[src/rtl/ncs_pkg.sv]
// ----------------------------------------------------------------------------
// ncs_pkg
// Types, constants and the bus-cycle sequence table for the NAND command
// sequencer.
// ----------------------------------------------------------------------------
`default_nettype none

package ncs_pkg;

    localparam int ADDR_W          = 25;
    localparam int PAGE_BYTES_DEF  = 512;
    localparam int BLOCK_BYTES_DEF = 16384;
    localparam int JOBQ_DEPTH      = 2;

    localparam logic [15:0] SIG_RESET = 16'h7520;

    localparam logic [7:0] CMD_READ_SETUP    = 8'h00;
    localparam logic [7:0] CMD_READ_SPARE    = 8'h50;
    localparam logic [7:0] CMD_READ_ID       = 8'h90;
    localparam logic [7:0] CMD_READ_STATUS   = 8'h70;
    localparam logic [7:0] CMD_PROGRAM       = 8'h80;
    localparam logic [7:0] CMD_PROG_CONFIRM  = 8'h10;
    localparam logic [7:0] CMD_ERASE         = 8'h60;
    localparam logic [7:0] CMD_ERASE_CONFIRM = 8'hD0;
    localparam logic [7:0] CMD_RESET         = 8'hFF;

    localparam logic [7:0] STATUS_FAIL_MASK = 8'h01;
    localparam logic [7:0] GOOD_BLOCK_MARK  = 8'hFF;
    localparam logic [7:0] SPARE_MARK_COL   = 8'd6;

    typedef enum logic [3:0] {
        MODE_START_READ  = 4'd0,
        MODE_READ_WORD   = 4'd1,
        MODE_START_WRITE = 4'd2,
        MODE_WRITE_WORD  = 4'd3,
        MODE_ERASE       = 4'd4,
        MODE_BAD_CHECK   = 4'd5,
        MODE_SIGNATURE   = 4'd6,
        MODE_STATUS      = 4'd7,
        MODE_RESET       = 4'd8,
        MODE_JUDGE       = 4'd9
    } mode_t;

    typedef enum logic [2:0] {
        PEND_NONE  = 3'd0,
        PEND_READ  = 3'd1,
        PEND_WRITE = 3'd2,
        PEND_PROG  = 3'd3,
        PEND_ERASE = 3'd4,
        PEND_BAD   = 3'd5,
        PEND_SIG   = 3'd6
    } pend_t;

    typedef enum logic [2:0] {
        KIND_CMD     = 3'd0,
        KIND_ADDR    = 3'd1,
        KIND_W32     = 3'd2,
        KIND_R32     = 3'd3,
        KIND_R8      = 3'd4,
        KIND_R16     = 3'd5,
        KIND_WAIT    = 3'd6,
        KIND_VERDICT = 3'd7
    } kind_t;

    typedef enum logic [2:0] {
        OUT_OK         = 3'd0,
        OUT_WRITE_ERR  = 3'd1,
        OUT_BAD_DEVICE = 3'd2,
        OUT_BAD_BLOCK  = 3'd3,
        OUT_NONE       = 3'd4
    } outcome_t;

    typedef enum logic [2:0] {
        SRC_ZERO   = 3'd0,
        SRC_CMD    = 3'd1,
        SRC_COL    = 3'd2,
        SRC_ROW_LO = 3'd3,
        SRC_ROW_HI = 3'd4,
        SRC_WDATA  = 3'd5
    } src_t;

    typedef struct packed {
        logic [3:0]        mode;
        logic [ADDR_W-1:0] flash_address;
        logic [31:0]       write_data;
        logic              final_word;
        logic [15:0]       chip_reply;
    } req_t;

    typedef struct packed {
        logic [2:0]  cycle_kind;
        logic [31:0] bus_value;
        logic        chip_select;
        logic        program_allowed;
        logic [2:0]  outcome;
        logic        run_end;
    } rsp_t;

    // data: write word, or {-, row hi, row lo, column} address bytes
    typedef struct packed {
        mode_t       op;
        logic        fin;
        logic [31:0] data;
        logic        sel;
        logic        prot;
        outcome_t    verdict;
    } job_t;

    typedef struct packed {
        kind_t      kind;
        src_t       src;
        logic [7:0] cmd;
        logic       last;
    } step_t;

    function automatic step_t mk_step(kind_t k, src_t s, logic [7:0] c, logic l);
        step_t r;
        r.kind = k;
        r.src  = s;
        r.cmd  = c;
        r.last = l;
        return r;
    endfunction

    function automatic step_t seq_step(mode_t op, logic fin, logic [2:0] idx);
        step_t r;
        r = mk_step(KIND_WAIT, SRC_ZERO, CMD_READ_SETUP, 1'b1);
        case (op)
            MODE_START_READ:
            begin
                case (idx)
                    3'd0: r = mk_step(KIND_WAIT, SRC_ZERO, CMD_READ_SETUP, 1'b0);
                    3'd1: r = mk_step(KIND_CMD, SRC_CMD, CMD_READ_SETUP, 1'b0);
                    3'd2: r = mk_step(KIND_ADDR, SRC_COL, CMD_READ_SETUP, 1'b0);
                    3'd3: r = mk_step(KIND_ADDR, SRC_ROW_LO, CMD_READ_SETUP, 1'b0);
                    3'd4: r = mk_step(KIND_ADDR, SRC_ROW_HI, CMD_READ_SETUP, 1'b0);
                    default: r = mk_step(KIND_WAIT, SRC_ZERO, CMD_READ_SETUP, 1'b1);
                endcase
            end
            MODE_READ_WORD:
                r = mk_step(KIND_R32, SRC_ZERO, CMD_READ_SETUP, 1'b1);
            MODE_START_WRITE:
            begin
                case (idx)
                    3'd0: r = mk_step(KIND_CMD, SRC_CMD, CMD_READ_SETUP, 1'b0);
                    3'd1: r = mk_step(KIND_CMD, SRC_CMD, CMD_PROGRAM, 1'b0);
                    3'd2: r = mk_step(KIND_ADDR, SRC_COL, CMD_READ_SETUP, 1'b0);
                    3'd3: r = mk_step(KIND_ADDR, SRC_ROW_LO, CMD_READ_SETUP, 1'b0);
                    3'd4: r = mk_step(KIND_ADDR, SRC_ROW_HI, CMD_READ_SETUP, 1'b0);
                    default: r = mk_step(KIND_WAIT, SRC_ZERO, CMD_READ_SETUP, 1'b1);
                endcase
            end
            MODE_WRITE_WORD:
            begin
                case (idx)
                    3'd0: r = mk_step(KIND_W32, SRC_WDATA, CMD_READ_SETUP, !fin);
                    3'd1: r = mk_step(KIND_CMD, SRC_CMD, CMD_PROG_CONFIRM, 1'b0);
                    3'd2: r = mk_step(KIND_WAIT, SRC_ZERO, CMD_READ_SETUP, 1'b0);
                    3'd3: r = mk_step(KIND_CMD, SRC_CMD, CMD_READ_STATUS, 1'b0);
                    default: r = mk_step(KIND_R8, SRC_ZERO, CMD_READ_SETUP, 1'b1);
                endcase
            end
            MODE_ERASE:
            begin
                case (idx)
                    3'd0: r = mk_step(KIND_CMD, SRC_CMD, CMD_ERASE, 1'b0);
                    3'd1: r = mk_step(KIND_ADDR, SRC_ROW_LO, CMD_READ_SETUP, 1'b0);
                    3'd2: r = mk_step(KIND_ADDR, SRC_ROW_HI, CMD_READ_SETUP, 1'b0);
                    3'd3: r = mk_step(KIND_CMD, SRC_CMD, CMD_ERASE_CONFIRM, 1'b0);
                    3'd4: r = mk_step(KIND_WAIT, SRC_ZERO, CMD_READ_SETUP, 1'b0);
                    3'd5: r = mk_step(KIND_CMD, SRC_CMD, CMD_READ_STATUS, 1'b0);
                    default: r = mk_step(KIND_R8, SRC_ZERO, CMD_READ_SETUP, 1'b1);
                endcase
            end
            MODE_BAD_CHECK:
            begin
                case (idx)
                    3'd0: r = mk_step(KIND_WAIT, SRC_ZERO, CMD_READ_SETUP, 1'b0);
                    3'd1: r = mk_step(KIND_CMD, SRC_CMD, CMD_READ_SPARE, 1'b0);
                    3'd2: r = mk_step(KIND_ADDR, SRC_COL, CMD_READ_SETUP, 1'b0);
                    3'd3: r = mk_step(KIND_ADDR, SRC_ROW_LO, CMD_READ_SETUP, 1'b0);
                    3'd4: r = mk_step(KIND_ADDR, SRC_ROW_HI, CMD_READ_SETUP, 1'b0);
                    3'd5: r = mk_step(KIND_WAIT, SRC_ZERO, CMD_READ_SETUP, 1'b0);
                    default: r = mk_step(KIND_R8, SRC_ZERO, CMD_READ_SETUP, 1'b1);
                endcase
            end
            MODE_SIGNATURE:
            begin
                case (idx)
                    3'd0: r = mk_step(KIND_CMD, SRC_CMD, CMD_READ_ID, 1'b0);
                    default: r = mk_step(KIND_R16, SRC_ZERO, CMD_READ_SETUP, 1'b1);
                endcase
            end
            MODE_STATUS:
            begin
                case (idx)
                    3'd0: r = mk_step(KIND_CMD, SRC_CMD, CMD_READ_STATUS, 1'b0);
                    default: r = mk_step(KIND_R8, SRC_ZERO, CMD_READ_SETUP, 1'b1);
                endcase
            end
            MODE_RESET:
            begin
                case (idx)
                    3'd0: r = mk_step(KIND_WAIT, SRC_ZERO, CMD_READ_SETUP, 1'b0);
                    3'd1: r = mk_step(KIND_CMD, SRC_CMD, CMD_RESET, 1'b0);
                    default: r = mk_step(KIND_WAIT, SRC_ZERO, CMD_READ_SETUP, 1'b1);
                endcase
            end
            MODE_JUDGE:
                r = mk_step(KIND_VERDICT, SRC_ZERO, CMD_READ_SETUP, 1'b1);
            default:
                r = mk_step(KIND_WAIT, SRC_ZERO, CMD_READ_SETUP, 1'b1);
        endcase
        return r;
    endfunction

endpackage

`default_nettype wire

[src/rtl/ncs_front.sv]
// ----------------------------------------------------------------------------
// ncs_front
// Request decode: tracks the pending operation and chip enable / write
// protect, forms address bytes and judges replies, then queues one job.
// ----------------------------------------------------------------------------
`default_nettype none

module ncs_front #(
    parameter int PAGE_BYTES  = ncs_pkg::PAGE_BYTES_DEF,
    parameter int BLOCK_BYTES = ncs_pkg::BLOCK_BYTES_DEF
) (
    input  wire logic          clk,
    input  wire logic          rst_n,
    input  wire logic          push,
    input  wire ncs_pkg::req_t request,
    input  wire logic [15:0]   expected_sig,
    input  wire logic          jobq_full,
    output logic               job_push,
    output ncs_pkg::job_t      job
);
    import ncs_pkg::*;

    localparam logic [31:0] PAGE_MASK  = ~(32'(PAGE_BYTES) - 32'd1);
    localparam logic [31:0] BLOCK_MASK = ~(32'(BLOCK_BYTES) - 32'd1);

    pend_t pend_reg, pend_next;
    logic  sel_reg, sel_next;
    logic  prot_reg, prot_next;

    logic        accept;
    logic        known;
    logic [31:0] addr32;
    logic [31:0] page_a;
    logic [31:0] block_a;
    outcome_t    verdict;

    assign accept  = push && !jobq_full;
    assign addr32  = {{(32-ADDR_W){1'b0}}, request.flash_address};
    assign page_a  = addr32 & PAGE_MASK;
    assign block_a = addr32 & BLOCK_MASK;

    always_comb
    begin
        case (pend_reg)
            PEND_PROG,
            PEND_ERASE:
                verdict = ((request.chip_reply[7:0] & STATUS_FAIL_MASK) != 8'd0)
                          ? OUT_WRITE_ERR : OUT_OK;
            PEND_BAD:
                verdict = (request.chip_reply[7:0] != GOOD_BLOCK_MARK)
                          ? OUT_BAD_BLOCK : OUT_OK;
            PEND_SIG:
                verdict = (request.chip_reply != expected_sig) ? OUT_BAD_DEVICE : OUT_OK;
            default:
                verdict = OUT_NONE;
        endcase
    end

    always_comb
    begin
        pend_next   = pend_reg;
        sel_next    = sel_reg;
        prot_next   = prot_reg;
        known       = 1'b1;
        job.op      = mode_t'(request.mode);
        job.fin     = request.final_word;
        job.data    = 32'd0;
        job.sel     = sel_reg;
        job.prot    = prot_reg;
        job.verdict = verdict;
        case (mode_t'(request.mode))
            MODE_START_READ:
            begin
                sel_next  = 1'b1;
                pend_next = PEND_READ;
                job.sel   = 1'b1;
                job.data  = {8'd0, page_a[24:17], page_a[16:9], page_a[7:0]};
            end
            MODE_READ_WORD:
            begin
                if (request.final_word)
                begin
                    sel_next = 1'b0;
                    if (pend_reg == PEND_READ)
                        pend_next = PEND_NONE;
                end
            end
            MODE_START_WRITE:
            begin
                sel_next  = 1'b1;
                prot_next = 1'b1;
                pend_next = PEND_WRITE;
                job.sel   = 1'b1;
                job.prot  = 1'b1;
                job.data  = {8'd0, page_a[24:17], page_a[16:9], page_a[7:0]};
            end
            MODE_WRITE_WORD:
            begin
                job.data = request.write_data;
                if (request.final_word)
                    pend_next = PEND_PROG;
            end
            MODE_ERASE:
            begin
                sel_next  = 1'b1;
                prot_next = 1'b1;
                pend_next = PEND_ERASE;
                job.sel   = 1'b1;
                job.prot  = 1'b1;
                job.data  = {8'd0, block_a[24:17], block_a[16:9], 8'd0};
            end
            MODE_BAD_CHECK:
            begin
                sel_next  = 1'b1;
                pend_next = PEND_BAD;
                job.sel   = 1'b1;
                job.data  = {8'd0, page_a[24:17], page_a[16:9],
                             page_a[7:0] + SPARE_MARK_COL};
            end
            MODE_SIGNATURE:
            begin
                sel_next  = 1'b1;
                pend_next = PEND_SIG;
                job.sel   = 1'b1;
            end
            MODE_STATUS:
            begin
                known = 1'b1;
            end
            MODE_RESET:
            begin
                sel_next  = 1'b0;
                pend_next = PEND_NONE;
                job.sel   = 1'b1;
            end
            MODE_JUDGE:
            begin
                sel_next  = 1'b0;
                prot_next = 1'b0;
                pend_next = PEND_NONE;
                job.sel   = 1'b0;
                job.prot  = 1'b0;
            end
            default:
            begin
                known     = 1'b0;
                job.op    = MODE_JUDGE;
            end
        endcase
    end

    assign job_push = accept && known;

    always_ff @(posedge clk or negedge rst_n)
    begin
        if (!rst_n)
        begin
            pend_reg <= PEND_NONE;
            sel_reg  <= 1'b0;
            prot_reg <= 1'b0;
        end
        else if (accept && known)
        begin
            pend_reg <= pend_next;
            sel_reg  <= sel_next;
            prot_reg <= prot_next;
        end
    end

endmodule

`default_nettype wire

[src/rtl/ncs_jobq.sv]
// ----------------------------------------------------------------------------
// ncs_jobq
// Short job queue between request decode and the bus-cycle sequencer.
// ----------------------------------------------------------------------------
`default_nettype none

module ncs_jobq #(
    parameter int DEPTH = ncs_pkg::JOBQ_DEPTH
) (
    input  wire logic          clk,
    input  wire logic          rst_n,
    input  wire logic          wr_en,
    input  wire ncs_pkg::job_t wr_job,
    input  wire logic          rd_en,
    output ncs_pkg::job_t      rd_job,
    output logic               full,
    output logic               empty
);
    import ncs_pkg::*;

    localparam int PTR_W = (DEPTH > 1) ? $clog2(DEPTH) : 1;
    localparam int CNT_W = $clog2(DEPTH + 1);
    localparam logic [PTR_W-1:0] PTR_LAST = PTR_W'(DEPTH - 1);
    localparam logic [CNT_W-1:0] CNT_FULL = CNT_W'(DEPTH);

    job_t             entry_reg [DEPTH];
    logic [PTR_W-1:0] wr_ptr_reg, wr_ptr_next;
    logic [PTR_W-1:0] rd_ptr_reg, rd_ptr_next;
    logic [CNT_W-1:0] count_reg, count_next;
    logic             do_wr;
    logic             do_rd;

    assign full   = (count_reg == CNT_FULL);
    assign empty  = (count_reg == '0);
    assign do_wr  = wr_en && !full;
    assign do_rd  = rd_en && !empty;
    assign rd_job = entry_reg[rd_ptr_reg];

    always_comb
    begin
        wr_ptr_next = wr_ptr_reg;
        rd_ptr_next = rd_ptr_reg;
        count_next  = count_reg;
        if (do_wr)
            wr_ptr_next = (wr_ptr_reg == PTR_LAST) ? '0 : wr_ptr_reg + 1'b1;
        if (do_rd)
            rd_ptr_next = (rd_ptr_reg == PTR_LAST) ? '0 : rd_ptr_reg + 1'b1;
        if (do_wr && !do_rd)
            count_next = count_reg + 1'b1;
        else if (do_rd && !do_wr)
            count_next = count_reg - 1'b1;
    end

    always_ff @(posedge clk or negedge rst_n)
    begin
        if (!rst_n)
        begin
            wr_ptr_reg <= '0;
            rd_ptr_reg <= '0;
            count_reg  <= '0;
        end
        else
        begin
            wr_ptr_reg <= wr_ptr_next;
            rd_ptr_reg <= rd_ptr_next;
            count_reg  <= count_next;
        end
    end

    always_ff @(posedge clk)
    begin
        if (do_wr)
            entry_reg[wr_ptr_reg] <= wr_job;
    end

endmodule

`default_nettype wire

[src/rtl/ncs_back.sv]
// ----------------------------------------------------------------------------
// ncs_back
// Bus-cycle sequencer: steps through the cycle list of each job, one word
// per clock into a result register, stalling while that register is held unpopped.
// ----------------------------------------------------------------------------
`default_nettype none

module ncs_back (
    input  wire logic          clk,
    input  wire logic          rst_n,
    input  wire logic          jobq_empty,
    input  wire ncs_pkg::job_t jobq_job,
    output logic               jobq_pop,
    input  wire logic          pop,
    output logic               empty,
    output ncs_pkg::rsp_t      result
);
    import ncs_pkg::*;

    logic       cur_valid_reg, cur_valid_next;
    job_t       cur_reg, cur_next;
    logic [2:0] idx_reg, idx_next;
    logic       out_valid_reg, out_valid_next;
    rsp_t       out_reg, out_next;

    step_t      st;
    logic       out_free;
    logic       adv;
    logic       take;
    rsp_t       rsp;

    assign st       = seq_step(cur_reg.op, cur_reg.fin, idx_reg);
    assign out_free = !out_valid_reg || pop;
    assign adv      = cur_valid_reg && out_free;
    assign take     = !jobq_empty && (!cur_valid_reg || (adv && st.last));
    assign jobq_pop = take;

    always_comb
    begin
        rsp.cycle_kind      = st.kind;
        rsp.chip_select     = cur_reg.sel;
        rsp.program_allowed = cur_reg.prot;
        rsp.outcome         = (st.kind == KIND_VERDICT) ? cur_reg.verdict : OUT_NONE;
        rsp.run_end         = st.last;
        case (st.src)
            SRC_CMD:    rsp.bus_value = {24'd0, st.cmd};
            SRC_COL:    rsp.bus_value = {24'd0, cur_reg.data[7:0]};
            SRC_ROW_LO: rsp.bus_value = {24'd0, cur_reg.data[15:8]};
            SRC_ROW_HI: rsp.bus_value = {24'd0, cur_reg.data[23:16]};
            SRC_WDATA:  rsp.bus_value = cur_reg.data;
            default:    rsp.bus_value = 32'd0;
        endcase
    end

    always_comb
    begin
        cur_valid_next = cur_valid_reg;
        cur_next       = cur_reg;
        idx_next       = idx_reg;
        out_valid_next = out_valid_reg;
        out_next       = out_reg;
        if (take)
        begin
            cur_valid_next = 1'b1;
            cur_next       = jobq_job;
            idx_next       = 3'd0;
        end
        else if (adv && st.last)
            cur_valid_next = 1'b0;
        else if (adv)
            idx_next = idx_reg + 3'd1;
        if (adv)
        begin
            out_valid_next = 1'b1;
            out_next       = rsp;
        end
        else if (pop)
            out_valid_next = 1'b0;
    end

    always_ff @(posedge clk or negedge rst_n)
    begin
        if (!rst_n)
        begin
            cur_valid_reg <= 1'b0;
            out_valid_reg <= 1'b0;
            idx_reg       <= 3'd0;
        end
        else
        begin
            cur_valid_reg <= cur_valid_next;
            out_valid_reg <= out_valid_next;
            idx_reg       <= idx_next;
        end
    end

    always_ff @(posedge clk)
    begin
        cur_reg <= cur_next;
        out_reg <= out_next;
    end

    assign empty  = !out_valid_reg;
    assign result = out_reg;

endmodule

`default_nettype wire

[src/rtl/nand_flash_command_sequencer.sv]
// ----------------------------------------------------------------------------
// nand_flash_command_sequencer
// Turns flash requests into small-page NAND bus cycles and verdicts.
//
//   channel   direction  handshake             word
//   request   in         push / full           req_t
//   result    out        pop / empty           rsp_t
//   config    in         APB psel/penable      expected signature at 0x0
//
// The sequencer emits one bus cycle per clock while the result register is
// free; the bus cycles of an item are set by its cycle list in the back end.
// Decode accepts one item per clock while the job queue has room.
// A stalled pop holds the result register; the job queue then fills and
// full rises. Reset clears pending state, selects and both queues.
// ----------------------------------------------------------------------------
`default_nettype none

module nand_flash_command_sequencer #(
    parameter int PAGE_BYTES  = ncs_pkg::PAGE_BYTES_DEF,
    parameter int BLOCK_BYTES = ncs_pkg::BLOCK_BYTES_DEF,
    parameter int JOB_DEPTH   = ncs_pkg::JOBQ_DEPTH
) (
    input  wire logic          clk,
    input  wire logic          rst_n,
    input  wire logic          push,
    output logic               full,
    input  wire ncs_pkg::req_t request,
    input  wire logic          pop,
    output logic               empty,
    output ncs_pkg::rsp_t      result,
    input  wire logic          psel,
    input  wire logic          penable,
    input  wire logic          pwrite,
    input  wire logic [2:0]    paddr,
    input  wire logic [31:0]   pwdata,
    output logic [31:0]        prdata,
    output logic               pready
);
    import ncs_pkg::*;

    logic [15:0] sig_reg;
    logic        cfg_wr;
    logic        jobq_full;
    logic        jobq_empty;
    logic        job_push;
    logic        jobq_pop;
    job_t        job_in;
    job_t        job_out;

    assign pready = 1'b1;
    assign cfg_wr = psel && penable && pwrite && pready;
    assign prdata = (paddr[2] == 1'b0) ? {16'd0, sig_reg} : 32'd0;

    always_ff @(posedge clk or negedge rst_n)
    begin
        if (!rst_n)
            sig_reg <= SIG_RESET;
        else if (cfg_wr && (paddr[2] == 1'b0))
            sig_reg <= pwdata[15:0];
    end

    assign full = jobq_full;

    ncs_front #(
        .PAGE_BYTES  (PAGE_BYTES),
        .BLOCK_BYTES (BLOCK_BYTES)
    ) u_front (
        .clk          (clk),
        .rst_n        (rst_n),
        .push         (push),
        .request      (request),
        .expected_sig (sig_reg),
        .jobq_full    (jobq_full),
        .job_push     (job_push),
        .job          (job_in)
    );

    ncs_jobq #(
        .DEPTH (JOB_DEPTH)
    ) u_jobq (
        .clk    (clk),
        .rst_n  (rst_n),
        .wr_en  (job_push),
        .wr_job (job_in),
        .rd_en  (jobq_pop),
        .rd_job (job_out),
        .full   (jobq_full),
        .empty  (jobq_empty)
    );

    ncs_back u_back (
        .clk        (clk),
        .rst_n      (rst_n),
        .jobq_empty (jobq_empty),
        .jobq_job   (job_out),
        .jobq_pop   (jobq_pop),
        .pop        (pop),
        .empty      (empty),
        .result     (result)
    );

endmodule

`default_nettype wire

[config.mk]
export PLATFORM = sky130hd
export DESIGN_NAME = nand_flash_command_sequencer
export DESIGN_NICKNAME = d
export VERILOG_FILES = /design/src/rtl/ncs_pkg.sv /design/src/rtl/ncs_front.sv /design/src/rtl/ncs_jobq.sv /design/src/rtl/ncs_back.sv /design/src/rtl/nand_flash_command_sequencer.sv
export SDC_FILE = /design/constraint.sdc
export NUM_CORES = 1
export LEC_CHECK = 0
export BUFFER_PORTS_ARGS = -buffer_cell sky130_fd_sc_hd__buf_4
export CAP_MARGIN = 5
export CORE_MARGIN = 3
export CORE_UTILIZATION = 25
export DETAILED_ROUTE_END_ITERATION = 16
export SETUP_SLACK_MARGIN = 0.05
export SYNTH_ARGS = -nofsm -noshare
export SYNTH_HDL_FRONTEND = slang
export SYNTH_HIERARCHICAL = 1
export SYNTH_SLANG_ARGS = --single-unit
export TNS_END_PERCENT = 30
[constraint.sdc]
create_clock -name clk -period 7.1 [get_ports clk]
set_clock_uncertainty 0.2 [all_clocks]
set_input_delay 1.065 -clock clk [delete_from_list [all_inputs] [get_ports clk]]
set_output_delay 1.065 -clock clk [all_outputs]
set_load 0.01 [all_outputs]
==> results of run 1 <==
-- worst max-delay path by stage --
stage | start | endpoint | slack (ps) | cells after the start
after floorplan | u_back/idx_reg[0]$_DFFE_PN0P_ | u_jobq/count_reg[1]$_DFFE_PN0P_ | 2180 | 13
final | u_back/idx_reg[2]$_DFFE_PN0P_ | u_jobq/count_reg[1]$_DFFE_PN0P_ | 3270 | 12
after CTS | u_back/idx_reg[0]$_DFFE_PN0P_ | u_jobq/count_reg[1]$_DFFE_PN0P_ | 3260 | 12
after global placement | u_back/idx_reg[0]$_DFFE_PN0P_ | u_jobq/count_reg[1]$_DFFE_PN0P_ | 3300 | 13
after detailed placement | u_back/idx_reg[0]$_DFFE_PN0P_ | u_jobq/count_reg[1]$_DFFE_PN0P_ | 3300 | 13
after global routing | u_back/idx_reg[2]$_DFFE_PN0P_ | u_jobq/count_reg[1]$_DFFE_PN0P_ | 2960 | 14
-- layout by cell type (no fill, tap or decap), types with 3 or more instances in the layout --
cell type / Yosys / layout
o31ai_1: 4 / 4
clkbuf_16: 0 / 17
nor3b_1: 3 / 3
o211ai_1: 5 / 5
inv_1: 23 / 23
nand4_1: 6 / 6
conb_1: 2 / 17
and2_1: 40 / 40
mux2_4: 50 / 50
and2b_1: 6 / 6
nand3b_1: 3 / 3
mux2i_1: 4 / 4
a22o_1: 15 / 15
dfrtp_1: 24 / 23
o21ai_1: 4 / 4
nor3_1: 6 / 6
nand2b_1: 16 / 16
o31a_1: 3 / 3
nand3_1: 8 / 8
nor2b_1: 21 / 19
xnor2_1: 22 / 22
o21ai_0: 12 / 12
buf_4: 23 / 155
ha_1: 6 / 6
inv_6: 0 / 4
edfxtp_1: 167 / 167
inv_8: 0 / 3
nand2_1: 28 / 28
a31oi_1: 3 / 3
or2_1: 4 / 4
a32oi_1: 4 / 4
a21oi_1: 19 / 19
nor2_1: 23 / 22
a2bb2oi_1: 3 / 3
dfstp_2: 6 / 6
mux2_2: 11 / 11
-- power by group --
group	switching, W	leakage, nW	total [W]	internal [W]
combinational	0.000761	2.19	0.00142	0.000657
sequential	0.000235	1.98	0.00198	0.00175
clock	0.000422	0.285	0.000949	0.000528
-- per-stage QoR --
| stage | hold slack (ps) | std cells | util [%] | cell area [um^2] |
|---|---|---|---|---|
| after global placement | 207 | 1279 | 29.5 | 10900 |
| after detailed placement | 210 | 1279 | 29.5 | 10900 |
| after floorplan | 200 | 674 | - | 9470 |
| final | 222 | 1311 | 31.1 | 11500 |
| after global routing | 227 | 1311 | 31.1 | 11500 |
| after CTS | 226 | 1311 | 31.1 | 11500 |
-- metal layers --
| layer | global-route usage (%) | share of wire [%] | up-vias |
|---|---|---|---|
| met2 | 16.3 | 50 | 109 |
| li1 | - | - | 2662 |
| met5 | 0 | 0 | - |
| met4 | 3.02 | 1.4 | 0 |
| met1 | 13.4 | 46 | 2634 |
| met3 | 1.68 | 2.9 | 14 |
-- cell usage after synthesis (4+ instances only) --
cell type / instances
edfxtp_1: 167
mux2_4: 50
and2_1: 40
nand2_1: 28
dfrtp_1: 24
buf_4: 23
inv_1: 23
nor2_1: 23
xnor2_1: 22
nor2b_1: 21
a21oi_1: 19
nand2b_1: 16
a22o_1: 15
buf_2: 13
o21ai_0: 12
mux2_2: 11
nand3_1: 8
buf_6: 7
and2b_1: 6
clkbuf_1: 6
dfstp_2: 6
ha_1: 6
nand4_1: 6
nor3_1: 6
o211ai_1: 5
a32oi_1: 4
buf_12: 4
mux2i_1: 4
o21ai_1: 4
o31ai_1: 4
or2_1: 4
-- kinds of logic after synthesis --
group	Yosys count	share of synthesized area [%]
xor gates and xnor gates	24	2.23
DFF	197	61.3
and+or+nand+nor	185	11.9
AOI/OAI and AO/OA	102	8.48
other	2	0.0797
adders and majority gates	6	0.797
muxes	66	9.83
buffers and inverters	77	5.42
-- layout make-up --
cell class              instances  area, um^2
inverters                      23        86.3
clock inverters                15         165
flip-flops and latches        197        5770
multi-input cells             400        3210
fillers                      3674       25400
clock buffers                  17         425
well taps                     504         631
repair buffers                155        1160
-- worst register-to-register path: stages, from the launching register on --
cell and delay, ps:
dfrtp_1 740, inv_1 140, ha_1 380, nor4b_2 350, or2_1 160, nor3_2 60, o21ai_0 240, nor2b_4 180
buf_4 450, o21ai_1 220, ha_1 360, nor2_1 140, xor2_1 150
==> summary.md, run 1 <==
Global routing used 9.89% of the available tracks. The largest total area in the synthesized netlist belongs to edfxtp_1. The final cycle utilization of the critical path came out at 53.9%. By instance count, the cell type seen most on the critical path is ha_1. The leftover overflow at the end of global routing is 0, and the number of synthesis warnings is 6. The total number of vias was 5419.

The origin of the worst min-delay path is u_back/cur_reg[3]$_DFFE_PP_. For this design the ratio of total power to cell area is 379 nW/um^2. Count of inserted antenna diode cells: 0.

The tightest min-delay check is of the flip-flop to flip-flop type. The signal on the critical path passes through inv_1 > ha_1 > nor4b_2 > or2_1 > nor3_2 > o21ai_0 > nor2b_4 > buf_4 > o21ai_1 > ha_1 > nor2_1 > xor2_1. Setup violations remaining at the end of the flow were counted as 0.

The number of hold violations in the final report is 0. STA classifies the critical path endpoint as a flip-flop. Setup total negative slack on the finished layout was measured at 0 ps. At the later pin of the worst-skew pair, clock insertion delay measures 430 ps. The number of CTS-inserted buffers is 17, and the total I/O pin count is 196. For the first-pass GRT wire length, the log shows 30.3 mm. For the pin with the worst max-slew slack, the measured transition is 1120 ps.

In this run the clock root is driven by a clkbuf_16. No sink is reached through more buffers than the 2 on the longest clock path. The tools report the die area as 40000 um^2. The tool flagged a number of max-cap violations equal to 0. TritonCTS built the clock tree. Hold-critical path depth: 0. The standby leakage power was 4.46 nW; the top-area cell type share of the netlist area was 53.2%.

The initial antenna violation count came out at 0. After clock tree synthesis, the flow added hold-fix buffers numbering 0. The startpoint of the worst-slack reg-to-reg timing path was u_back/idx_reg[2]$_DFFE_PN0P_.

The type of the worst setup path was flip-flop to flip-flop. The number of buffers inserted by post-CTS setup repair is 0. Post-placement worst setup slack: 3300 ps. In this design, the largest share of critical-path delay is due to simple AND/OR/NAND/NOR gates.

The first detailed-routing pass took 4 iterations. The number of global-route vias before repair was 5289. Most used flip-flop cell after synthesis: edfxtp_1. Floorplan die width: 200 um. The cell count of the worst reg-to-reg path came out at 12. In this run the core area contains 70 standard-cell rows. Sequential elements use 61.3% of the synthesized area. For hold timing, the worst endpoint is u_back/result[4]$_DFFE_PP_. At the worst endpoint, the required time is 7250 ps. Routability-driven placement finished with a final weighted congestion of 0.813. The synthesized cell area is 9420 um^2, and the count of state elements after synthesis is 197.

The worst setup slack for register-to-register paths was 3270 ps. The worst relative slew slack is 25.3%, and the synthesis-to-finish area growth is 21.7%. The post-synthesis area per instance is 14.3 um^2.

Peak fanout along the critical path: 43. In the routed design, unresolved DRC markers number 0. The slowest stage of the critical path is the dfrtp_1 cell.

The detailed placement HPWL came out at 14.5 mm. Clock-pin slew was measured on the worst setup and hold paths at 70 ps. The mean routed wirelength per cell came out at 15.1 um.

The design draws 0.00435 W. The initial core utilization was 25.5%. The count of buffers added on input and output ports is 151. The register with the most flip-flops in the layout has 84 of them.

In this run, distinct cell masters in the synthesized netlist total 79. The number of buffers and inverters on the critical path works out to 2. The run gives 3980 ps as the worst endpoint data arrival time.

Number of clock sinks seen by CTS: 197. Ranked by total cell area, the synthesized netlist is headed by edfxtp_1 53%, mux2_4 8.0%, dfrtp_1 6.4%. The logs give 659 for the number of standard cells after synthesis and 218 for the number of design-rule violations left by the first detailed-router iteration.

Entering global routing, the biggest net connects 44 pins. Dividing the detail-routed via count by the number of cells gives 4.13. The worst register-to-register path ends at u_jobq/count_reg[1]$_DFFE_PN0P_. Post-layout minimum cycle time: 3830 ps. Setup slack closes at 3270 ps.

The area inside the core boundary was 36900 um^2; the worst vdd rail ir drop was 208 uV. The number of gates resized after CTS was 0. The count of pins over their slew limit is 0, and the share of layout cells above drive strength 1 is 34.3%. The fraction of registers with async set or reset after synthesis was 15.2%; the final wirelength was 19.8 mm.

The run gives 4 as the H-tree depth. The floorplan step set the die height to 200 um. Once detail routing completed, the nets flagged for antenna violations numbered 0. For the number of nets in the layout, the log shows 920.

The flow ran to the end, and the final reports show no timing, DRC or antenna violations. Setup repair after global routing left no endpoint under its margin. For the maximum clock frequency, the log shows 261 MHz. The worst setup path is launched from a flip-flop. The largest single stage delay on the critical path is 740 ps. The number of synthesized flops with an enable pin works out to 167.
(Power assumes the default switching activity.)
==> run 2: changes to the inputs <==
--- a/config.mk
+++ b/config.mk
@@ -5,6 +5,7 @@
 export SDC_FILE = /design/constraint.sdc
 export NUM_CORES = 1
 export LEC_CHECK = 0
+export ABC_AREA = 1
 export BUFFER_PORTS_ARGS = -buffer_cell sky130_fd_sc_hd__buf_4
 export CAP_MARGIN = 5
 export CORE_MARGIN = 3
==> constraint.sdc (replaced) <==
create_clock -name clk -period 3.85 [get_ports clk]
set_clock_uncertainty 0.2 [all_clocks]
set_input_delay 0.5775 -clock clk [delete_from_list [all_inputs] [get_ports clk]]
set_output_delay 0.5775 -clock clk [all_outputs]
set_load 0.01 [all_outputs]
==> summary.md, run 2 <==
The run finished with clean final reports. The worst setup path is launched from a flip-flop. The clock reaches the later pin of the worst-skew pair after 430 ps.

The number of global-route vias before repair was 6414. The floorplan die width was 200 um. The number of vias per cell after detailed routing works out to 4.04.

The tools report the origin of the worst min-delay path as pop. Setup repair after global routing left no endpoint under its margin. The port buffer count was 151; the delay of the slowest cell on the worst path was 460 ps.

Synthesis handed over a netlist of 990 instances. The synthesized design contains 197 register bits. Across all layers, the routed design uses 6692 vias. The critical path contains buffers and inverters numbering 4 combined. The number of fillers in the final layout is 3772, and the synthesized cell area is 9420 um^2. Sequential-to-total area share from yosys stat: 61.3%.

After the first detailed-routing iteration, the DRC count stood at 362. For the worst setup path, the data required time is 3970 ps. For the number of buffers inserted by post-CTS setup repair, the log shows 0. The mean routed wirelength per cell works out to 13.1 um. Once layout is complete, the utilization of the core stands at 31.5%.

For the routability-driven placement congestion ratio, the log shows 0.840. Cell internal power was estimated by the tool at 0.00505 W. The terminus of the critical flop-to-flop path is u_jobq/count_reg[1]$_DFFE_PN0P_.

At the worst endpoint, the arrival time is 3010 ps. The library cells used most frequently in the layout, excluding fill and tap cells, are 312 x nand2_1, 167 x edfxtp_1, 155 x buf_4. The worst register-to-register path has a depth of 17.

Summed over all cells, the static leakage comes to 5.35 nW. The total area inside the core boundary comes to 36900 um^2. The aggregate negative setup slack was 0 ps; the combinational power share was 32.7%. The multi-input combinational cells in the finished layout cover a total of 2870 um^2. Broken down by cell family, the worst path's largest delay share belongs to simple AND/OR/NAND/NOR gates.

In this run the core area contains 70 standard-cell rows. Leaving out fill and tap cells, the most frequent cell in the layout is nand2_1. The number of flip-flops in the largest register was 84. In the synthesized netlist the async set-or-reset flop fraction comes to 15.2%. The logs give 62.1% for the worst relative slew slack and 0 for the total of endpoints with negative setup slack in the final report.

Global routing finished with a remaining overflow of 0. The global router's overall resource usage was 10.8%. The clock-pin transition on the worst setup and hold timing paths works out to 70 ps. The most frequent cell on the critical path is nand3_1.

Max-cap violations in this run came to 0. The type of the worst setup path is flip-flop to flip-flop. Dividing the synthesized area by the synthesized cell count gives 9.51 um^2. The tools report the initial antenna violation count as 0.

The synthesis-to-finish area growth came out at 23.3%. In the synthesized netlist the dominant register cell turns out to be edfxtp_1. In this run the power density over the cells is 679 nW/um^2. The slowest stage of the critical path belongs to the cell dfrtp_1. Clock tree synthesis found a total of 197 sinks. The register area came out at 5770 um^2. The startpoint identified for the worst register-to-register timing path is u_back/idx_reg[2]$_DFFE_PN0P_. Entering global routing, the biggest net connects 45 pins. Once detailed placement completed, the half-perimeter wirelength came to 16.1 mm. At the end of the flow, the number of nets in the layout was 1266. The run gives 0 as the number of hold violations in the final report. The dominant cell type by area after synthesis was edfxtp_1. The total I/O pin count came out at 196. Buffer cell driving the clock tree root: clkbuf_16.

Measured along the y axis, the die boundary spans 200 um. The count of pins over their slew limit came out at 0. Worst hold path class: input port to flip-flop. Wires add up to 21.6 mm. The share of layout cells above drive strength 1 was 21.5%. The worst setup slack for register-to-register paths is 950 ps, and the H-tree depth is 4. The detail route stage leaves a number of antenna-violating nets equal to 0. The first global-routing pass estimated 33.5 mm of wire.

The pin slew with the least headroom to its limit was 569 ps; the top-area cell type share of the netlist area was 53.2%. Die area: 40000 um^2. The most common cell in the synthesized netlist is nand2_1. The final critical path takes up 75.2% of the cycle.

For the initial core utilization, the log shows 25.5%. In the post-synthesis netlist, the biggest area contributors are edfxtp_1 53%, nand2_1 12%, dfrtp_1 6.4%. Yosys mapped a number of flops with a built-in enable equal to 167. By count the netlist is led by 312 x nand2_1, 167 x edfxtp_1, 134 x nor2_1. For the count of inserted antenna diode cells, the log shows 0. The run gives 0.00284 W as the switching component of the power. TritonCTS built the clock tree. Counting along the longest clock path gives a buffer depth of 2. Switching share of power: 36.0%. The clock period could shrink to 2900 ps.

The number of search-and-repair iterations in the first detailed-routing pass is 5. The critical path goes through inv_2 > ha_1 > inv_1 > nand2_2 > inv_2 > nand3_1 > nand3_1 > nor2_2 > nor2_1 > nor2_1 > nor2_4 > o21ai_1 > ha_1 > inv_1 > nand3_1 > nand2_1 > nand2_1. The Yosys step of the flow raised 6 warnings.

Number of CTS-inserted buffers: 17. The clock network accounts for 22.4% of the total power. Of all nets on the critical path, the largest fanout is 7. Counting instances, the worst hold path has a depth of 2.

Based on the critical path, the design can be clocked at up to 345 MHz. For hold timing, the worst endpoint is u_back/out_valid_reg$_DFFE_PN0P_. The tools report the worst vdd rail ir drop as 328 uV. The critical path endpoint category was a flip-flop.

Registers are responsible for 44.9% of the overall power. For this run, design rule violations remaining after detail routing come to 0. In this run, distinct cell masters in the synthesized netlist total 40.
-- run 2: cell types whose count changed in the layout (fill, tap and decap cells not counted), sizes merged, moves of 11 or more --
cell and delta:
a21oi -11, a22o -15, a32o +11, and2 -39
inv +120, mux2 -62, nand2 +300, nand2b -16
nand3 +40, nor2 +123, nor2b -21, xnor2 -20
-- run 2: area by class of cell --
class | instances | share of cell area (%)
repair buffers | 157 | 10.3
well taps | 504 | 5.43
clock inverters | 15 | 1.43
clock buffers | 17 | 3.66
multi-input cells | 623 | 24.7
inverters | 144 | 4.72
flip-flops and latches | 197 | 49.7
-- run 2: power groups by stage --
stage	clock [W]	combinational (W)	sequential [W]
detailed placement	0	0.00263	0.00360
global placement	0	0.00260	0.00359
floorplan	0	0.00163	0.00359
CTS	0.00182	0.00264	0.00356
finish	0.00177	0.00258	0.00354
global route	0.00191	0.00293	0.00362
-- run 2: per-layer routing --
metal	GRT usage, %	wire (um)
met1	13.8	9540
met2	18.3	10700
met3	2.35	933
met4	3.75	427
met5	0	0
-- run 2: worst max-delay path by stage --
stage	from	to	cells after the start
global placement	u_back/idx_reg[2]$_DFFE_PN0P_	u_jobq/count_reg[1]$_DFFE_PN0P_	17
detailed placement	u_back/idx_reg[2]$_DFFE_PN0P_	u_jobq/count_reg[1]$_DFFE_PN0P_	17
CTS	u_back/idx_reg[2]$_DFFE_PN0P_	u_jobq/count_reg[1]$_DFFE_PN0P_	17
floorplan	u_back/idx_reg[0]$_DFFE_PN0P_	u_jobq/count_reg[1]$_DFFE_PN0P_	17
global route	u_back/idx_reg[2]$_DFFE_PN0P_	u_jobq/count_reg[1]$_DFFE_PN0P_	17
finish	u_back/idx_reg[2]$_DFFE_PN0P_	u_jobq/count_reg[1]$_DFFE_PN0P_	17
-- run 2: cell families after synthesis --
kind of cell    Yosys count  synth area share [%]
fa+ha+maj                 6                 0.797
other cells               2                0.0797
buf+inv                 185                  9.05
compound gates           48                  3.51
xor+xnor                  2                 0.186
simple gates            550                  25.1
flops                   197                  61.3
-- run 2: timing repair --
item,4_1_cts,5_1_grt
hold buffers,1,0
gates resized for setup,0,0
hold endpoints to repair,24,0
-- run 2: stage by stage --
| stage | area, um^2 | setup WS, ps | total power [W] | hold slack, ps | cells |
|---|---|---|---|---|---|
| floorplan | 9480 | 112 | 0.00522 | 81.9 | 1005 |
| global placement | 11000 | 983 | 0.00619 | 249 | 1624 |
| detailed placement | 11000 | 951 | 0.00623 | 252 | 1624 |
| CTS | 11600 | 929 | 0.00801 | 121 | 1657 |
| global route | 11600 | 669 | 0.00846 | 147 | 1657 |
| finish | 11600 | 955 | 0.00789 | 151 | 1657 |
-- run 2: worst register-to-register path, cell delays in order (launching register included) --
cell	delay [ps]
dfrtp_1	460
inv_2	150
ha_1	240
inv_1	120
nand2_2	140
inv_2	60
nand3_1	90
nand3_1	100
nor2_2	270
nor2_1	70
nor2_1	180
nor2_4	40
o21ai_1	120
ha_1	280
inv_1	80
nand3_1	80
nand2_1	60
nand2_1	40
